[src/design/sfhc_pkg.sv]
package sfhc_pkg;

  // Default frame geometry.
  localparam int DEF_HEADER_BYTES    = 6;
  localparam int DEF_MAC_BYTES       = 16;
  localparam int DEF_MAX_FRAME_BYTES = 1024;

  // Configuration port geometry.
  localparam int CFG_INDEX_W = 3;
  localparam int CFG_DATA_W  = 32;

  // Reset values of the bypass opcode registers.
  localparam logic [31:0] BYPASS_A_RESET = 32'h0100_0000;
  localparam logic [31:0] BYPASS_B_RESET = 32'h2200_B000;
  localparam logic [31:0] BYPASS_C_RESET = 32'h1006_5000;

  // Configuration register indexes.
  typedef enum logic [CFG_INDEX_W-1:0] {
    CFG_EXPECTED_SEQ = 3'd0,
    CFG_SEQ_WINDOW   = 3'd1,
    CFG_BYPASS_A     = 3'd2,
    CFG_BYPASS_B     = 3'd3,
    CFG_BYPASS_C     = 3'd4
  } cfg_index_t;

  // Frame status codes.
  typedef enum logic [2:0] {
    ST_MAC_CHECK     = 3'd0,
    ST_BYPASS        = 3'd1,
    ST_SHORT_HEADER  = 3'd2,
    ST_SPI_REJECTED  = 3'd3,
    ST_SEQ_WINDOW    = 3'd4,
    ST_SHORT_OPCODE  = 3'd5,
    ST_SHORT_TRAILER = 3'd6
  } status_t;

  typedef struct packed {
    logic [7:0] frame_byte;
    logic       end_of_frame;
  } in_payload_t;

  typedef struct packed {
    logic [2:0]  status;
    logic [31:0] sequence_number;
    logic [31:0] command_opcode;
  } out_payload_t;

  // Header fields and length flags of one finished frame.
  typedef struct packed {
    logic        short_header;
    logic        short_opcode;
    logic        short_trailer;
    logic        spi_nonzero;
    logic [31:0] sequence_number;
    logic [31:0] command_opcode;
  } frame_snap_t;

endpackage

[src/design/sfhc_capture.sv]
module sfhc_capture #(
  parameter int HEADER_BYTES    = sfhc_pkg::DEF_HEADER_BYTES,
  parameter int MAC_BYTES       = sfhc_pkg::DEF_MAC_BYTES,
  parameter int MAX_FRAME_BYTES = sfhc_pkg::DEF_MAX_FRAME_BYTES
) (
  input  logic                  clk,
  input  logic                  rst_n,
  input  logic                  in_valid,
  output logic                  in_ready,
  input  sfhc_pkg::in_payload_t in_payload,
  output logic                  snap_valid,
  input  logic                  snap_ready,
  output sfhc_pkg::frame_snap_t snap
);
  import sfhc_pkg::*;

  localparam int          CNT_W    = $clog2(MAX_FRAME_BYTES + 1);
  localparam logic [31:0] OP_START = 32'(HEADER_BYTES + 2);
  localparam logic [31:0] OP_END   = 32'(HEADER_BYTES + 6);
  localparam logic [31:0] HDR_LEN  = 32'(HEADER_BYTES);
  localparam logic [31:0] MAC_LEN  = 32'(MAC_BYTES);
  localparam logic [31:0] SPI_END  = 32'd2;
  localparam logic [31:0] SEQ_END  = 32'd6;

  logic [CNT_W-1:0] cnt_r, cnt_nxt;
  logic [15:0]      spi_r, spi_nxt;
  logic [31:0]      seq_r, seq_nxt;
  logic [31:0]      op_r, op_nxt;
  logic             snap_valid_r, snap_valid_nxt;
  frame_snap_t      snap_r, snap_nxt;
  logic             accept;
  logic [31:0]      cnt_ext;

  assign in_ready   = !snap_valid_r || snap_ready;
  assign accept     = in_valid && in_ready;
  assign cnt_ext    = 32'(cnt_r);
  assign snap_valid = snap_valid_r;
  assign snap       = snap_r;

  // Byte counting, field capture and the end-of-frame snapshot.
  always_comb begin
    logic [CNT_W-1:0] cnt_post;
    logic [15:0]      spi_post;
    logic [31:0]      seq_post;
    logic [31:0]      op_post;
    logic [31:0]      len_post;
    cnt_post       = cnt_r;
    spi_post       = spi_r;
    seq_post       = seq_r;
    op_post        = op_r;
    len_post       = '0;
    cnt_nxt        = cnt_r;
    spi_nxt        = spi_r;
    seq_nxt        = seq_r;
    op_nxt         = op_r;
    snap_nxt       = snap_r;
    snap_valid_nxt = snap_valid_r;
    if (snap_valid_r && snap_ready) begin
      snap_valid_nxt = 1'b0;
    end
    if (accept) begin
      // Bytes beyond the largest frame are ignored.
      if (cnt_r < CNT_W'(MAX_FRAME_BYTES)) begin
        if (cnt_ext < SPI_END) begin
          spi_post = {spi_r[7:0], in_payload.frame_byte};
        end else if (cnt_ext < SEQ_END) begin
          seq_post = {seq_r[23:0], in_payload.frame_byte};
        end
        if (cnt_ext >= OP_START && cnt_ext < OP_END) begin
          op_post = {op_r[23:0], in_payload.frame_byte};
        end
        cnt_post = cnt_r + CNT_W'(1);
      end
      len_post = 32'(cnt_post);
      if (in_payload.end_of_frame) begin
        // Fields whose bytes did not all arrive read as zero.
        snap_nxt.short_header    = len_post < HDR_LEN;
        snap_nxt.short_opcode    = len_post < OP_END;
        snap_nxt.short_trailer   = len_post < MAC_LEN;
        snap_nxt.spi_nonzero     = |spi_post;
        snap_nxt.sequence_number = (len_post < SEQ_END) ? 32'd0 : seq_post;
        snap_nxt.command_opcode  = (len_post < OP_END) ? 32'd0 : op_post;
        snap_valid_nxt           = 1'b1;
        cnt_nxt                  = '0;
        spi_nxt                  = '0;
        seq_nxt                  = '0;
        op_nxt                   = '0;
      end else begin
        cnt_nxt = cnt_post;
        spi_nxt = spi_post;
        seq_nxt = seq_post;
        op_nxt  = op_post;
      end
    end
  end

  // Frame state and snapshot valid are cleared at reset.
  always_ff @(posedge clk) begin
    if (!rst_n) begin
      cnt_r        <= '0;
      spi_r        <= '0;
      seq_r        <= '0;
      op_r         <= '0;
      snap_valid_r <= 1'b0;
    end else begin
      cnt_r        <= cnt_nxt;
      spi_r        <= spi_nxt;
      seq_r        <= seq_nxt;
      op_r         <= op_nxt;
      snap_valid_r <= snap_valid_nxt;
    end
  end

  // Snapshot payload.
  always_ff @(posedge clk) begin
    snap_r <= snap_nxt;
  end

endmodule

[src/design/secure_frame_header_check.sv]
// Security header check for a received frame, fed one byte per transfer.
// The input channel (in_valid/in_ready/in_payload) carries a frame byte and
// an end-of-frame flag. The block captures the security parameter index,
// the sequence number and the command opcode as the bytes go by, and after
// the last byte of each frame it offers exactly one status transfer on the
// output channel (out_valid/out_ready/out_payload).
// Throughput is one byte per cycle while in_ready is high. The status for a
// frame is registered first in the capture stage and then in the status
// register.
// The configuration port (cfg_we/cfg_index/cfg_wdata) writes the expected
// sequence number, the sequence window or one of three bypass opcodes, as
// cfg_index selects; it should be written only while no frame is in flight.
// Indexes beyond the register list are ignored.
// Synchronous reset clears the frame state and both stages and loads the
// register defaults. When the receiver stalls, a finished status waits in
// the output register and a second one in the capture stage; input transfers
// stop while the capture stage holds a status and resume in the cycle in
// which the receiver takes the waiting one.
module secure_frame_header_check #(
  parameter int HEADER_BYTES    = sfhc_pkg::DEF_HEADER_BYTES,
  parameter int MAC_BYTES       = sfhc_pkg::DEF_MAC_BYTES,
  parameter int MAX_FRAME_BYTES = sfhc_pkg::DEF_MAX_FRAME_BYTES
) (
  input  logic                             clk,
  input  logic                             rst_n,
  input  logic                             in_valid,
  output logic                             in_ready,
  input  sfhc_pkg::in_payload_t            in_payload,
  output logic                             out_valid,
  input  logic                             out_ready,
  output sfhc_pkg::out_payload_t           out_payload,
  input  logic                             cfg_we,
  input  logic [sfhc_pkg::CFG_INDEX_W-1:0] cfg_index,
  input  logic [sfhc_pkg::CFG_DATA_W-1:0]  cfg_wdata
);
  import sfhc_pkg::*;

  logic         exp_ok;
  logic [31:0]  exp_seq_r;
  logic [31:0]  seq_win_r;
  logic [31:0]  bypass_a_r;
  logic [31:0]  bypass_b_r;
  logic [31:0]  bypass_c_r;
  logic         snap_valid;
  logic         snap_ready;
  frame_snap_t  snap;
  logic         out_valid_r, out_valid_nxt;
  out_payload_t out_r, out_nxt;
  logic [31:0]  seq_dist;
  logic         is_bypass;
  status_t      status;

  sfhc_capture #(
    .HEADER_BYTES    (HEADER_BYTES),
    .MAC_BYTES       (MAC_BYTES),
    .MAX_FRAME_BYTES (MAX_FRAME_BYTES)
  ) u_capture (
    .clk        (clk),
    .rst_n      (rst_n),
    .in_valid   (in_valid),
    .in_ready   (in_ready),
    .in_payload (in_payload),
    .snap_valid (snap_valid),
    .snap_ready (snap_ready),
    .snap       (snap)
  );

  // Configuration registers.
  always_ff @(posedge clk) begin
    if (!rst_n) begin
      exp_seq_r  <= '0;
      seq_win_r  <= '0;
      bypass_a_r <= BYPASS_A_RESET;
      bypass_b_r <= BYPASS_B_RESET;
      bypass_c_r <= BYPASS_C_RESET;
    end else if (cfg_we) begin
      unique case (cfg_index)
        CFG_EXPECTED_SEQ: exp_seq_r  <= cfg_wdata;
        CFG_SEQ_WINDOW:   seq_win_r  <= cfg_wdata;
        CFG_BYPASS_A:     bypass_a_r <= cfg_wdata;
        CFG_BYPASS_B:     bypass_b_r <= cfg_wdata;
        CFG_BYPASS_C:     bypass_c_r <= cfg_wdata;
        default: ;
      endcase
    end
  end

  // Sequence window and bypass checks.
  assign seq_dist  = snap.sequence_number - exp_seq_r;
  assign exp_ok    = seq_dist <= seq_win_r;
  assign is_bypass = (snap.command_opcode == bypass_a_r) ||
                     (snap.command_opcode == bypass_b_r) ||
                     (snap.command_opcode == bypass_c_r);

  // Status in order of precedence.
  always_comb begin
    if (snap.short_header) begin
      status = ST_SHORT_HEADER;
    end else if (snap.spi_nonzero) begin
      status = ST_SPI_REJECTED;
    end else if (!exp_ok) begin
      status = ST_SEQ_WINDOW;
    end else if (snap.short_opcode) begin
      status = ST_SHORT_OPCODE;
    end else if (is_bypass) begin
      status = ST_BYPASS;
    end else if (snap.short_trailer) begin
      status = ST_SHORT_TRAILER;
    end else begin
      status = ST_MAC_CHECK;
    end
  end

  // Output register: loads whenever it is empty or being emptied.
  assign snap_ready = !out_valid_r || out_ready;

  always_comb begin
    out_valid_nxt = out_valid_r;
    out_nxt       = out_r;
    if (out_valid_r && out_ready) begin
      out_valid_nxt = 1'b0;
    end
    if (snap_valid && snap_ready) begin
      out_valid_nxt           = 1'b1;
      out_nxt.status          = status;
      out_nxt.sequence_number = snap.sequence_number;
      out_nxt.command_opcode  = snap.command_opcode;
    end
  end

  always_ff @(posedge clk) begin
    if (!rst_n) begin
      out_valid_r <= 1'b0;
    end else begin
      out_valid_r <= out_valid_nxt;
    end
  end

  always_ff @(posedge clk) begin
    out_r <= out_nxt;
  end

  assign out_valid   = out_valid_r;
  assign out_payload = out_r;

endmodule

[config.mk]
export PLATFORM = sky130hd
export DESIGN_NAME = secure_frame_header_check
export DESIGN_NICKNAME = d
export VERILOG_FILES = /design/src/design/sfhc_pkg.sv /design/src/design/sfhc_capture.sv /design/src/design/secure_frame_header_check.sv
export SDC_FILE = /design/constraint.sdc
export NUM_CORES = 1
export LEC_CHECK = 0
export BUFFER_PORTS_ARGS = -buffer_cell sky130_fd_sc_hd__buf_2
export CORE_MARGIN = 1.5
export CORE_UTILIZATION = 45
export DETAILED_ROUTE_END_ITERATION = 7
export GPL_TIMING_DRIVEN = 0
export HOLD_SLACK_MARGIN = 0.08
export SLEW_MARGIN = 20
export SYNTH_ARGS = -nofsm -noshare
export SYNTH_HDL_FRONTEND = slang
export SYNTH_HIERARCHICAL = 1
export SYNTH_SLANG_ARGS = --single-unit
[constraint.sdc]
create_clock -name clk -period 5.34 [get_ports clk]
set_clock_uncertainty 0.05 [all_clocks]
set_input_delay 0.801 -clock clk [delete_from_list [all_inputs] [get_ports clk]]
set_output_delay 0.801 -clock clk [all_outputs]
set_load 0.005 [all_outputs]
# --- Word level (Yosys, flattened, before mapping) ---
# Cells that the tools add are included.
op_classes:
  n_addsub: 2
  n_reduce_logical: 20
  n_eq_ne: 7
  n_lt_le_gt_ge: 9
  muxes: 24
ops:
  columns: ["cell", "n"]
  rows:
  - ["$mux 32", 7]
  - ["$eq 32x32->1", 3]
  - ["$mux 16", 4]
  - ["$mux 11", 3]
  - ["$le 32x32->1", 1]
  - ["$sub 32x32->32", 1]
  - ["$lt 11x3->1 const B", 2]
  - ["$lt 11x4->1 const B", 2]
  - ["$reduce_or 16->1", 1]
  - ["$mux 3", 4]
  - ["$reduce_and 2->1", 6]
  - ["$add 11x1->11 const B", 1]
  - ["$ge 11x4->1 const B", 1]
  - ["$lt 11x11->1 const B", 1]
  - ["$lt 11x2->1 const B", 1]
  - ["$lt 11x5->1 const B", 1]
  - ["$eq 3x2->1 const B", 2]
  - ["$mux 1", 6]
  - ["$logic_and 1x1->1", 4]
  - ["$logic_or 1x1->1", 4]
  - ["$eq 3x1->1 const B", 1]
  - ["$eq 3x3->1 const B", 1]
  - ["$logic_not 3->1", 1]
  - ["$logic_not 1->1", 2]
  - ["other kinds (2)", 2]
word_totals:
  word_cells: 83
  inputBits: 49
  ff_bits: 388

# --- Longest topological paths before layout ---
# Gate-level depths: netlist of the first run.
depth:
  ltp_word: 7
  ltp_mapped: 19

# --- Modules after synthesis ---
# Netlist of the first run, hierarchy kept.
modules_own_cells:
  columns: ["mod", "area_per_inst_um2", "cells_each", "seq_area_each_um2", "n_inst"]
  rows:
  - ["secure_frame_header_check", 11507.3, 1280, 5235.0, 1]
  - ["sfhc_capture", 6995.5, 638, 3883.7, 1]

# --- Worst setup path after synthesis of the first run ---
# No wires, ideal clock.
synth_path:
  kind: "reg-to-reg"
  startpoint: "register exp_seq_r[1]"
  endpoint: "register out_r (netlist bit out_payload[66]) (data pin)"
  required_time_ps: 5031
  slack_ps: 1354
  arrival_time_ps: 3677
  path_stages_with_launch: 19
  path_cell_list: "dfxtp_1 > inv_1 > ha_1 > nor2b_4 > o31a_2 > o311ai_4 > o21ai_2 > a41o_2 > a211oi_2 > or4_1 > o211ai_2 > ha_1 > a21o_1 > a21o_1 > a21oi_1 > o21ai_0 > a211oi_1 > nor2_1 > o31a_1"
synth_between:
  elab_chain_len: 3
synth_lines:
  columns: ["item", "line_no", "text"]
  rows:
  - ["from (decl)", "secure_frame_header_check.sv:39", "logic [31:0] exp_seq_r;"]
  - ["from (signal assigned)", "secure_frame_header_check.sv:78", "CFG_EXPECTED_SEQ: exp_seq_r <= cfg_wdata;"]
  - ["$sub 32x32->32", "secure_frame_header_check.sv:89", "assign seq_dist = snap.sequence_number - exp_seq_r;"]
  - ["$le 32x32->1", "secure_frame_header_check.sv:90", "assign exp_ok = seq_dist <= seq_win_r;"]
  - ["$mux 3", "secure_frame_header_check.sv:101", "end else if (!exp_ok) begin"]
  - ["to (signal assigned)", "secure_frame_header_check.sv:140", "out_r <= out_nxt;"]
  - ["to (decl)", "secure_frame_header_check.sv:48", "out_payload_t out_r, out_nxt;"]
# Every way passes these cells.
# A chain may end at the register's enable or synchronous reset.

# --- Worst setup path after layout of the first run ---
layout_path:
  startpoint: "register u_capture.snap_r (netlist bit u_capture/snap[32])"
  endpoint: "register out_r (netlist bit out_payload[66]) (data pin)"
layout_between:
  elab_chain_len: 3
layout_lines:
  columns: ["item", "line_no", "text"]
  rows:
  - ["from (decl)", "sfhc_capture.sv:30", "frame_snap_t snap_r, snap_nxt;"]
  - ["from (signal assigned)", "sfhc_capture.sv:116", "snap_r <= snap_nxt;"]
  - ["$sub 32x32->32", "secure_frame_header_check.sv:89", null]
  - ["$le 32x32->1", "secure_frame_header_check.sv:90", null]
  - ["$mux 3", "secure_frame_header_check.sv:101", null]
# Every way passes these cells.

==> impl_metrics.sql, run 1 <==
INSERT INTO impl_metrics (metric_group, metric, value, unit) VALUES
('synth', 'mappedNetlistArea', '18500', 'sq um'),
('sta', 'finalHoldViolations', '0', ''),
('pwr', 'reg_power_share', '47.9', '%'),
('sta', 'timing.setup.tns', '0', 'ns'),
('die', 'std_cell_rows', '74', ''),
('sta', 'finalCriticalPeriod', '4.89', 'ns'),
('drt', 'routed-via-count', '14700', ''),
('setup_path', 'cp-start-kind', 'flip-flop', ''),
('pwr', 'pwr-share-comb', '7.6', '%'),
('synth', 'synth_common_cells', '364 x nand2_1, 253 x dfxtp_1, 151 x a21boi_0', ''),
('die', 'placeableCoreArea', '40700', 'sq um'),
('sta', 'finalMaxSlewViolations', '0', ''),
('clock_network', 'cts_made_buffers', '44', ''),
('synth', 'synth_sequential_area_ratio', '49.3', '%'),
('synth', 'post_synth.cell_area_avg', '9.65', 'sq um'),
('clock_network', 'clk_latency', '0.58', 'ns'),
('die', 'initial_core_util', '45.4', '%'),
('pwr', 'power_density', '312', 'nW/um^2'),
('clock_network', 'cts_hold_repair.buffers', '0', ''),
('synth', 'number_of_synthesized_register_bits', '388', ''),
('setup_path', 'cp-end-kind', 'flip-flop', ''),
('drt', 'routed_wirelength', '54.6', 'mm'),
('sta', 'period_share', '91.6', '%'),
('cells_and_area', 'synth_to_final_area_change', '14.6', '%'),
('cells_and_area', 'diodes', '0', ''),
('grt', 'antenna_found_initial', '1', ''),
('die', 'io-pin-count', '118', ''),
('synth', 'synth.distinct_cells', '75', ''),
('setup_path', 'timing.setup.critical_path_class', 'flip-flop to flip-flop', ''),
('grt', 'grt_first_pass_wirelength', '82.0', 'mm'),
('setup_path', 'cp_max_fo', '4', ''),
('grt', 'remaining_overflow_grt', '0', ''),
('placed_design', 'gpl.final_weighted_congestion', '0.897', ''),
('clock_network', 'ctsRootBufferMaster', 'clkbuf_16', ''),
('setup_path', 'worst_ep_arrival_time', '5.16', 'ns'),
('synth', 'synthDominantAreaCellType', 'dfxtp_1', ''),
('pwr', 'power.static_leakage', '7.72', 'nW'),
('synth', 'cell_with_the_most_instances_after_synthesis', 'nand2_1', ''),
('pwr', 'pwr-share-clk', '44.6', '%'),
('drt', 'post_detailed_route_drc_marker_count', '0', ''),
('sta', 'fmaxAchievable', '0.204', 'GHz'),
('clock_network', 'ctsHtreeMaxLevel', '2', ''),
('clock_network', 'tritoncts', 'built', ''),
('sta', 'tightest_slew', '0.846', 'ns'),
('clock_network', 'clk_path_buf_depth', '3', ''),
('placed_design', 'number_of_placed_instances_with_taps_included', '2568', ''),
('die', 'dieArea', '42300', 'sq um'),
('cells_and_area', 'final_layout_size_suffix_gt1_share', '11.2', '%'),
('clock_network', 'post_cts_buffers', '0', ''),
('drt', 'avgViaCountPerCell', '5.54', ''),
('die', 'die_x', '206', 'um'),
('drt', 'drt_iter0_markers', '1028', ''),
('min_path', 'min-delay-path-class', 'flip-flop to flip-flop', ''),
('flow_run', 'max_cap_violations', '0', ''),
('placed_design', 'place_hpwl', '40.9', 'mm'),
('grt', 'grt_max_degree', '36', ''),
('synth', 'synth-async-reset-ratio', '0', '%'),
('pwr', 'switching_share', '23.9', '%'),
('clock_network', 'cts.sinks', '388', ''),
('run_status', 'run_status', 'completed', ''),
('sta', 'grt_setup_unrepaired', 'false', ''),
('synth', 'ys_top_cells_by_area', 'dfxtp_1 27%, edfxtp_1 22%, nand2_1 7.4%', ''),
('grt', 'vias_in_the_first_global_route', '14000', ''),
('die', 'die_height', '206', 'um'),
('cells_and_area', 'nNetsFinal', '2197', ''),
('drt', 'ant_nets', '0', ''),
('synth', 'post-synth-top-area-fraction', '27.4', '%'),
('synth', 'synthesis.nets', '2033', ''),
('sta', 'relative_slew_margins', '43.2', '%'),
('grt', 'grt_usage', '25.8', '%'),
('drt', 'detailedRoute.firstPassIterationCount', '5', ''),
('clock_network', 'clk_pin_slew_worst_paths', '0.06', 'ns'),
('cells_and_area', 'final-instance-count-excl-fill', '2650', ''),
('clock_network', 'cts-resized-gates', '0', ''),
('setup_path', 'required', '5.60', 'ns'),
('sta', 'setup_violating_endpoint_count_in_the_final_report', '0', ''),
('synth', 'count_of_mapped_cells_out_of_synthesis', '1918', ''),
('placed_design', 'io_buffer_count', '116', ''),
('synth', 'top_flip_flop_cell_by_instance_count_after_synthesis', 'dfxtp_1', ''),
('synth', 'synth-edff-count', '135', ''),
('synth', 'ys_warn_count', '6', ''),
('pwr', 'netSwitchingPower', '1.58', 'mW'),
('drt', 'avgRoutedWirePerCell', '20.6', 'um'),
('pwr', 'intPower', '5.04', 'mW'),
('pwr', 'vdd_ir_drop_max', '0.222', 'mV');
state kept, by name, indices dropped and copies added (netlist names):
signal,count
out_payload,67
out_valid,1
seq_win_r,32
bypass_a_r,32
bypass_b_r,32
bypass_c_r,32
u_capture/spi_r,16
u_capture/snap,68
u_capture/seq_r,32
u_capture/snap_valid,1
u_capture/cnt_r,11
u_capture/op_r,32
exp_seq_r,32
placed cells by master (no fill, tap or decap), types with 9 or more instances in the layout:
| master | synthesis | routed |
|---|---|---|
| nand2_1 | 364 | 364 |
| dfxtp_1 | 253 | 253 |
| a21boi_0 | 151 | 151 |
| buf_2 | 20 | 136 |
| edfxtp_1 | 135 | 135 |
| clkbuf_1 | 95 | 106 |
| inv_1 | 81 | 80 |
| a21oi_1 | 78 | 78 |
| xor2_1 | 77 | 77 |
| a31oi_1 | 68 | 68 |
| ha_1 | 65 | 65 |
| mux2i_1 | 65 | 65 |
| nand3_1 | 62 | 62 |
| o21ai_0 | 54 | 54 |
| xnor2_1 | 49 | 49 |
| clkbuf_16 | 0 | 45 |
| a22o_1 | 44 | 44 |
| nor2_1 | 36 | 36 |
| nand4_1 | 28 | 28 |
| nor4_1 | 24 | 24 |
| a21o_1 | 20 | 20 |
| and3_1 | 12 | 12 |
| clkinv_2 | 0 | 10 |
| o21a_1 | 9 | 9 |
kinds of logic after synthesis:
family          Yosys count  synth area share, %
fa+ha+maj                66                 4.50
flops                   388                 49.3
mux                      65                 3.52
compound gates          482                 18.0
simple gates            584                 14.2
buf+inv                 207                 4.52
xor+xnor                126                 5.96
stage by stage:
stage	cell area, sq um	setup WS (ns)	hold WS (ns)	total power, mW	util (%)
global route	21200	0.0282	0.421	6.85	52.1
floorplan	18500	1.35	0.376	3.53	-
CTS	21200	0.425	0.414	6.67	52.1
finish	21200	0.446	0.408	6.62	52.1
detailed placement	19800	0.462	0.392	3.73	48.6
global placement	19700	0.477	0.385	3.72	48.5
worst max-delay path, cell delays in order, from the launching register on:
cell and delay [ns]:
edfxtp_1 0.34, inv_1 0.07, ha_1 0.24, fa_1 0.42
nor2b_1 0.17, o31a_2 0.18, o21ai_1 0.14, o21ai_1 0.30
a21oi_1 0.18, o31ai_1 0.35, a211oi_1 0.12, nor3_1 0.23
ha_1 0.30, a21o_1 0.16, a21oi_1 0.13, o21ai_0 0.18
a211oi_1 0.64, nor2_1 0.15, o31a_1 0.27
power by group through the flow:
stage	combinational, mW	sequential, mW	clock [mW]
after CTS	0.501	3.17	3.00
after global routing	0.555	3.17	3.12
after detailed placement	0.497	3.23	0
after floorplan	0.315	3.21	0
after global placement	0.483	3.23	0
final	0.501	3.17	2.95
worst paths after layout:
| check | startpoint | depth (start not counted) | end | slack [ns] |
|---|---|---|---|---|
| hold reg to reg | u_capture/snap[35]$_SDFFCE_PN0P_ | 0 | out_payload[35]$_DFFE_PP_ | 0.41 |
| setup / recovery | u_capture/snap[32]$_SDFFCE_PN0P_ | 18 | out_payload[66]$_SDFFCE_PP0P_ | 0.45 |
| hold / removal | u_capture/snap[35]$_SDFFCE_PN0P_ | 0 | out_payload[35]$_DFFE_PP_ | 0.41 |
| setup reg to reg | u_capture/snap[32]$_SDFFCE_PN0P_ | 18 | out_payload[66]$_SDFFCE_PP0P_ | 0.45 |
cell type report:
cell class,instances,area [sq um]
Buffer,125,529
Clock buffer,62,1250
Clock inverter,20,163
Fill cell,3830,19500
Inverter,82,310
Multi-Input combinational cell,1323,8550
Sequential cell,388,9120
Tap cell,532,666
Timing Repair Buffer,118,621
routing by layer:
layer	GRT usage, %	share of wire [%]	vias to the layer above
met5	0	0.016	-
met4	7.87	2.6	2
met3	5.40	6.6	90
met2	41.6	46	424
met1	34.9	45	7035
li1	-	-	7121
No activity file was read; power rests on OpenSTA's default activity.
==> run 2: changes to the inputs <==
--- a/config.mk
+++ b/config.mk
@@ -8,6 +8,7 @@
 export BUFFER_PORTS_ARGS = -buffer_cell sky130_fd_sc_hd__buf_2
 export CORE_MARGIN = 1.5
 export CORE_UTILIZATION = 45
+export CTS_BUF_LIST = sky130_fd_sc_hd__clkbuf_2 sky130_fd_sc_hd__clkbuf_4 sky130_fd_sc_hd__clkbuf_8
 export DETAILED_ROUTE_END_ITERATION = 7
 export GPL_TIMING_DRIVEN = 0
 export HOLD_SLACK_MARGIN = 0.08
==> impl_metrics.sql, run 2 (same netlist as run 1, synthesis figures left out) <==
INSERT INTO impl_metrics (metric_group, metric, value, unit) VALUES
('clock_network', 'tritoncts', 'built', ''),
('drt', 'avgViaCountPerCell', '5.50', ''),
('setup_path', 'critical_path.cell_chain', 'inv_1, ha_1, fa_1, nor2b_1, o31a_2, o21ai_1, o21ai_1, a21oi_1, o31ai_1, a211oi_1, nor3_1, ha_1, a21o_1, a21oi_1, o21ai_0, a211oi_1, nor2_1, o31a_1', ''),
('setup_path', 'worst_ep_arrival_time', '5.23', 'ns'),
('cells_and_area', 'seq_area', '9120', 'sq um'),
('placed_design', 'gpl.final_weighted_congestion', '0.897', ''),
('die', 'dieArea', '42300', 'sq um'),
('setup_path', 'timing.setup.critical_path_class', 'flip-flop to flip-flop', ''),
('cells_and_area', 'synth_to_final_area_change', '14.9', '%'),
('drt', 'detailedRoute.firstPassIterationCount', '5', ''),
('pwr', 'vdd_ir_drop_max', '0.197', 'mV'),
('grt', 'remaining_overflow_grt', '0', ''),
('drt', 'avgRoutedWirePerCell', '20.4', 'um'),
('drt', 'routed_wirelength', '55.0', 'mm'),
('cells_and_area', 'nNetsFinal', '2223', ''),
('cells_and_area', 'layout.cells.most_common_list', '364 x nand2_1, 253 x dfxtp_1, 151 x a21boi_0, 136 x buf_2, 135 x edfxtp_1', ''),
('drt', 'post_detailed_route_drc_marker_count', '0', ''),
('setup_path', 'reg2reg_depth', '18', ''),
('clock_network', 'clk_latency', '0.64', 'ns'),
('min_path', 'holdPathStages', '0', ''),
('sta', 'tightest_slew', '0.892', 'ns'),
('cells_and_area', 'fill_cells', '3843', ''),
('clock_network', 'post_cts_buffers', '0', ''),
('sta', 'grt_setup_unrepaired', 'false', ''),
('min_path', 'min_from', 'u_capture/snap[32]$_SDFFCE_PN0P_', ''),
('setup_path', 'cp-start-kind', 'flip-flop', ''),
('pwr', 'power_density', '309', 'nW/um^2'),
('setup_path', 'crit_path_max_cell_delay', '0.64', 'ns'),
('sta', 'finalMaxSlewViolations', '0', ''),
('clock_network', 'cts_hold_repair.buffers', '0', ''),
('setup_path', 'r2r_end', 'out_payload[66]$_SDFFCE_PP0P_', ''),
('sta', 'relative_slew_margins', '40.2', '%'),
('setup_path', 'regToRegStartpoint', 'u_capture/snap[32]$_SDFFCE_PN0P_', ''),
('clock_network', 'clk_path_buf_depth', '3', ''),
('pwr', 'report.power.total', '6.58', 'mW'),
('grt', 'grt_max_degree', '36', ''),
('die', 'io-pin-count', '118', ''),
('drt', 'routed-via-count', '14800', ''),
('setup_path', 'critPathTopFamily', 'compound AO/OA/AOI/OAI gates', ''),
('grt', 'grt_first_pass_wirelength', '83.1', 'mm'),
('cells_and_area', 'post-route-cell-area', '21300', 'sq um'),
('sta', 'timing.setup.tns', '0', 'ns'),
('cells_and_area', 'multi_input_area', '8550', 'sq um'),
('grt', 'antenna_found_initial', '1', ''),
('clock_network', 'clk_pin_slew_worst_paths', '0.06', 'ns'),
('clock_network', 'cts-resized-gates', '0', ''),
('setup_path', 'cp-end-kind', 'flip-flop', ''),
('pwr', 'power.static_leakage', '7.81', 'nW'),
('die', 'std_cell_rows', '74', ''),
('flow_run', 'max_cap_violations', '0', ''),
('setup_path', 'reg2reg_setup_slack', '0.44', 'ns'),
('min_path', 'min-delay-path-class', 'flip-flop to flip-flop', ''),
('sta', 'period_share', '91.8', '%'),
('placed_design', 'io_buffer_count', '116', ''),
('sta', 'setup_violating_endpoint_count_in_the_final_report', '0', ''),
('die', 'initial_core_util', '45.4', '%'),
('setup_path', 'required', '5.66', 'ns'),
('sta', 'final_critical_path_setup_slack', '0.436', 'ns'),
('die', 'placeableCoreArea', '40700', 'sq um'),
('die', 'die_height', '206', 'um'),
('setup_path', 'cp_max_fo', '4', ''),
('clock_network', 'cts.sinks', '388', ''),
('cells_and_area', 'final_layout_size_suffix_gt1_share', '13.5', '%'),
('placed_design', 'place_hpwl', '40.9', 'mm'),
('cells_and_area', 'final_core_utilization', '52.2', '%'),
('cells_and_area', 'largest_reg_flops', '68', ''),
('cells_and_area', 'diodes', '0', ''),
('clock_network', 'ctsRootBufferMaster', 'clkbuf_8', ''),
('setup_path', 'cp_num_buf_inv', '1', ''),
('setup_path', 'slowest_stage', 'a211oi_1', ''),
('placed_design', 'pre_cts_ws', '0.462', 'ns'),
('drt', 'ant_nets', '0', ''),
('cells_and_area', 'commonest_non_fill_non_tap_cell_in_the_layout', 'nand2_1', ''),
('run_status', 'run_status', 'completed', ''),
('clock_network', 'cts_made_buffers', '70', ''),
('placed_design', 'post_dp_cell_area', '19800', 'sq um'),
('grt', 'grt_usage', '26.2', '%'),
('die', 'die_x', '206', 'um'),
('sta', 'finalHoldViolations', '0', ''),
('min_path', 'whs_endpoint', 'out_payload[32]$_DFFE_PP_', ''),
('clock_network', 'ctsHtreeMaxLevel', '3', ''),
('sta', 'fmaxAchievable', '0.204', 'GHz'),
('drt', 'drt_iter0_markers', '1040', ''),
('grt', 'vias_in_the_first_global_route', '14400', ''),
('sta', 'finalCriticalPeriod', '4.90', 'ns');
## run 2: cell count changes in the layout (fill, tap and decap cells not counted), sizes merged
cell / delta
clkbuf: +48
bufinv: -2
clkinv: -2
inv: +1
## run 2: worst max path at each step
stage / from / end / slack, ns / cells past startpoint
final: u_capture/snap[32]$_SDFFCE_PN0P_ / out_payload[66]$_SDFFCE_PP0P_ / 0.44 / 18
after global routing: u_capture/snap[32]$_SDFFCE_PN0P_ / out_payload[66]$_SDFFCE_PP0P_ / 0.02 / 19
after CTS: u_capture/snap[33]$_SDFFCE_PN0P_ / out_payload[66]$_SDFFCE_PP0P_ / 0.42 / 17
after detailed placement: u_capture/snap[33]$_SDFFCE_PN0P_ / out_payload[66]$_SDFFCE_PP0P_ / 0.46 / 17
after global placement: u_capture/snap[33]$_SDFFCE_PN0P_ / out_payload[66]$_SDFFCE_PP0P_ / 0.48 / 17
after floorplan: exp_seq_r[1]$_SDFFE_PN0P_ / out_payload[66]$_SDFFCE_PP0P_ / 1.35 / 18
## run 2: metrics by stage
step | std cells | hold WS, ns
after floorplan | 1918 | 0.376
after global placement | 2566 | 0.385
after detailed placement | 2568 | 0.392
after CTS | 2695 | 0.387
after global routing | 2695 | 0.415
final | 2695 | 0.410
## run 2: per-layer routing
layer	up-vias	track usage (%)	routed length, um
met5	-	0	9
met4	2	8.70	1410
met3	97	5.99	3530
met2	413	42.1	25300
met1	7107	34.7	24700
li1	7191	-	-
## run 2: area by class of cell
class / instances / share of cell area (%)
Multi-Input combinational cell: 1323 / 40.2
Tap cell: 532 / 3.13
Clock buffer: 110 / 6.39
Sequential cell: 388 / 42.9
Buffer: 125 / 2.49
Inverter: 82 / 1.46
Clock inverter: 17 / 0.506
Timing Repair Buffer: 118 / 2.92
## run 2: report_power, final
group | internal [mW] | switching (mW)
Clock | 1.63 | 1.28
Combinational | 0.188 | 0.314
Sequential | 3.12 | 0.0552
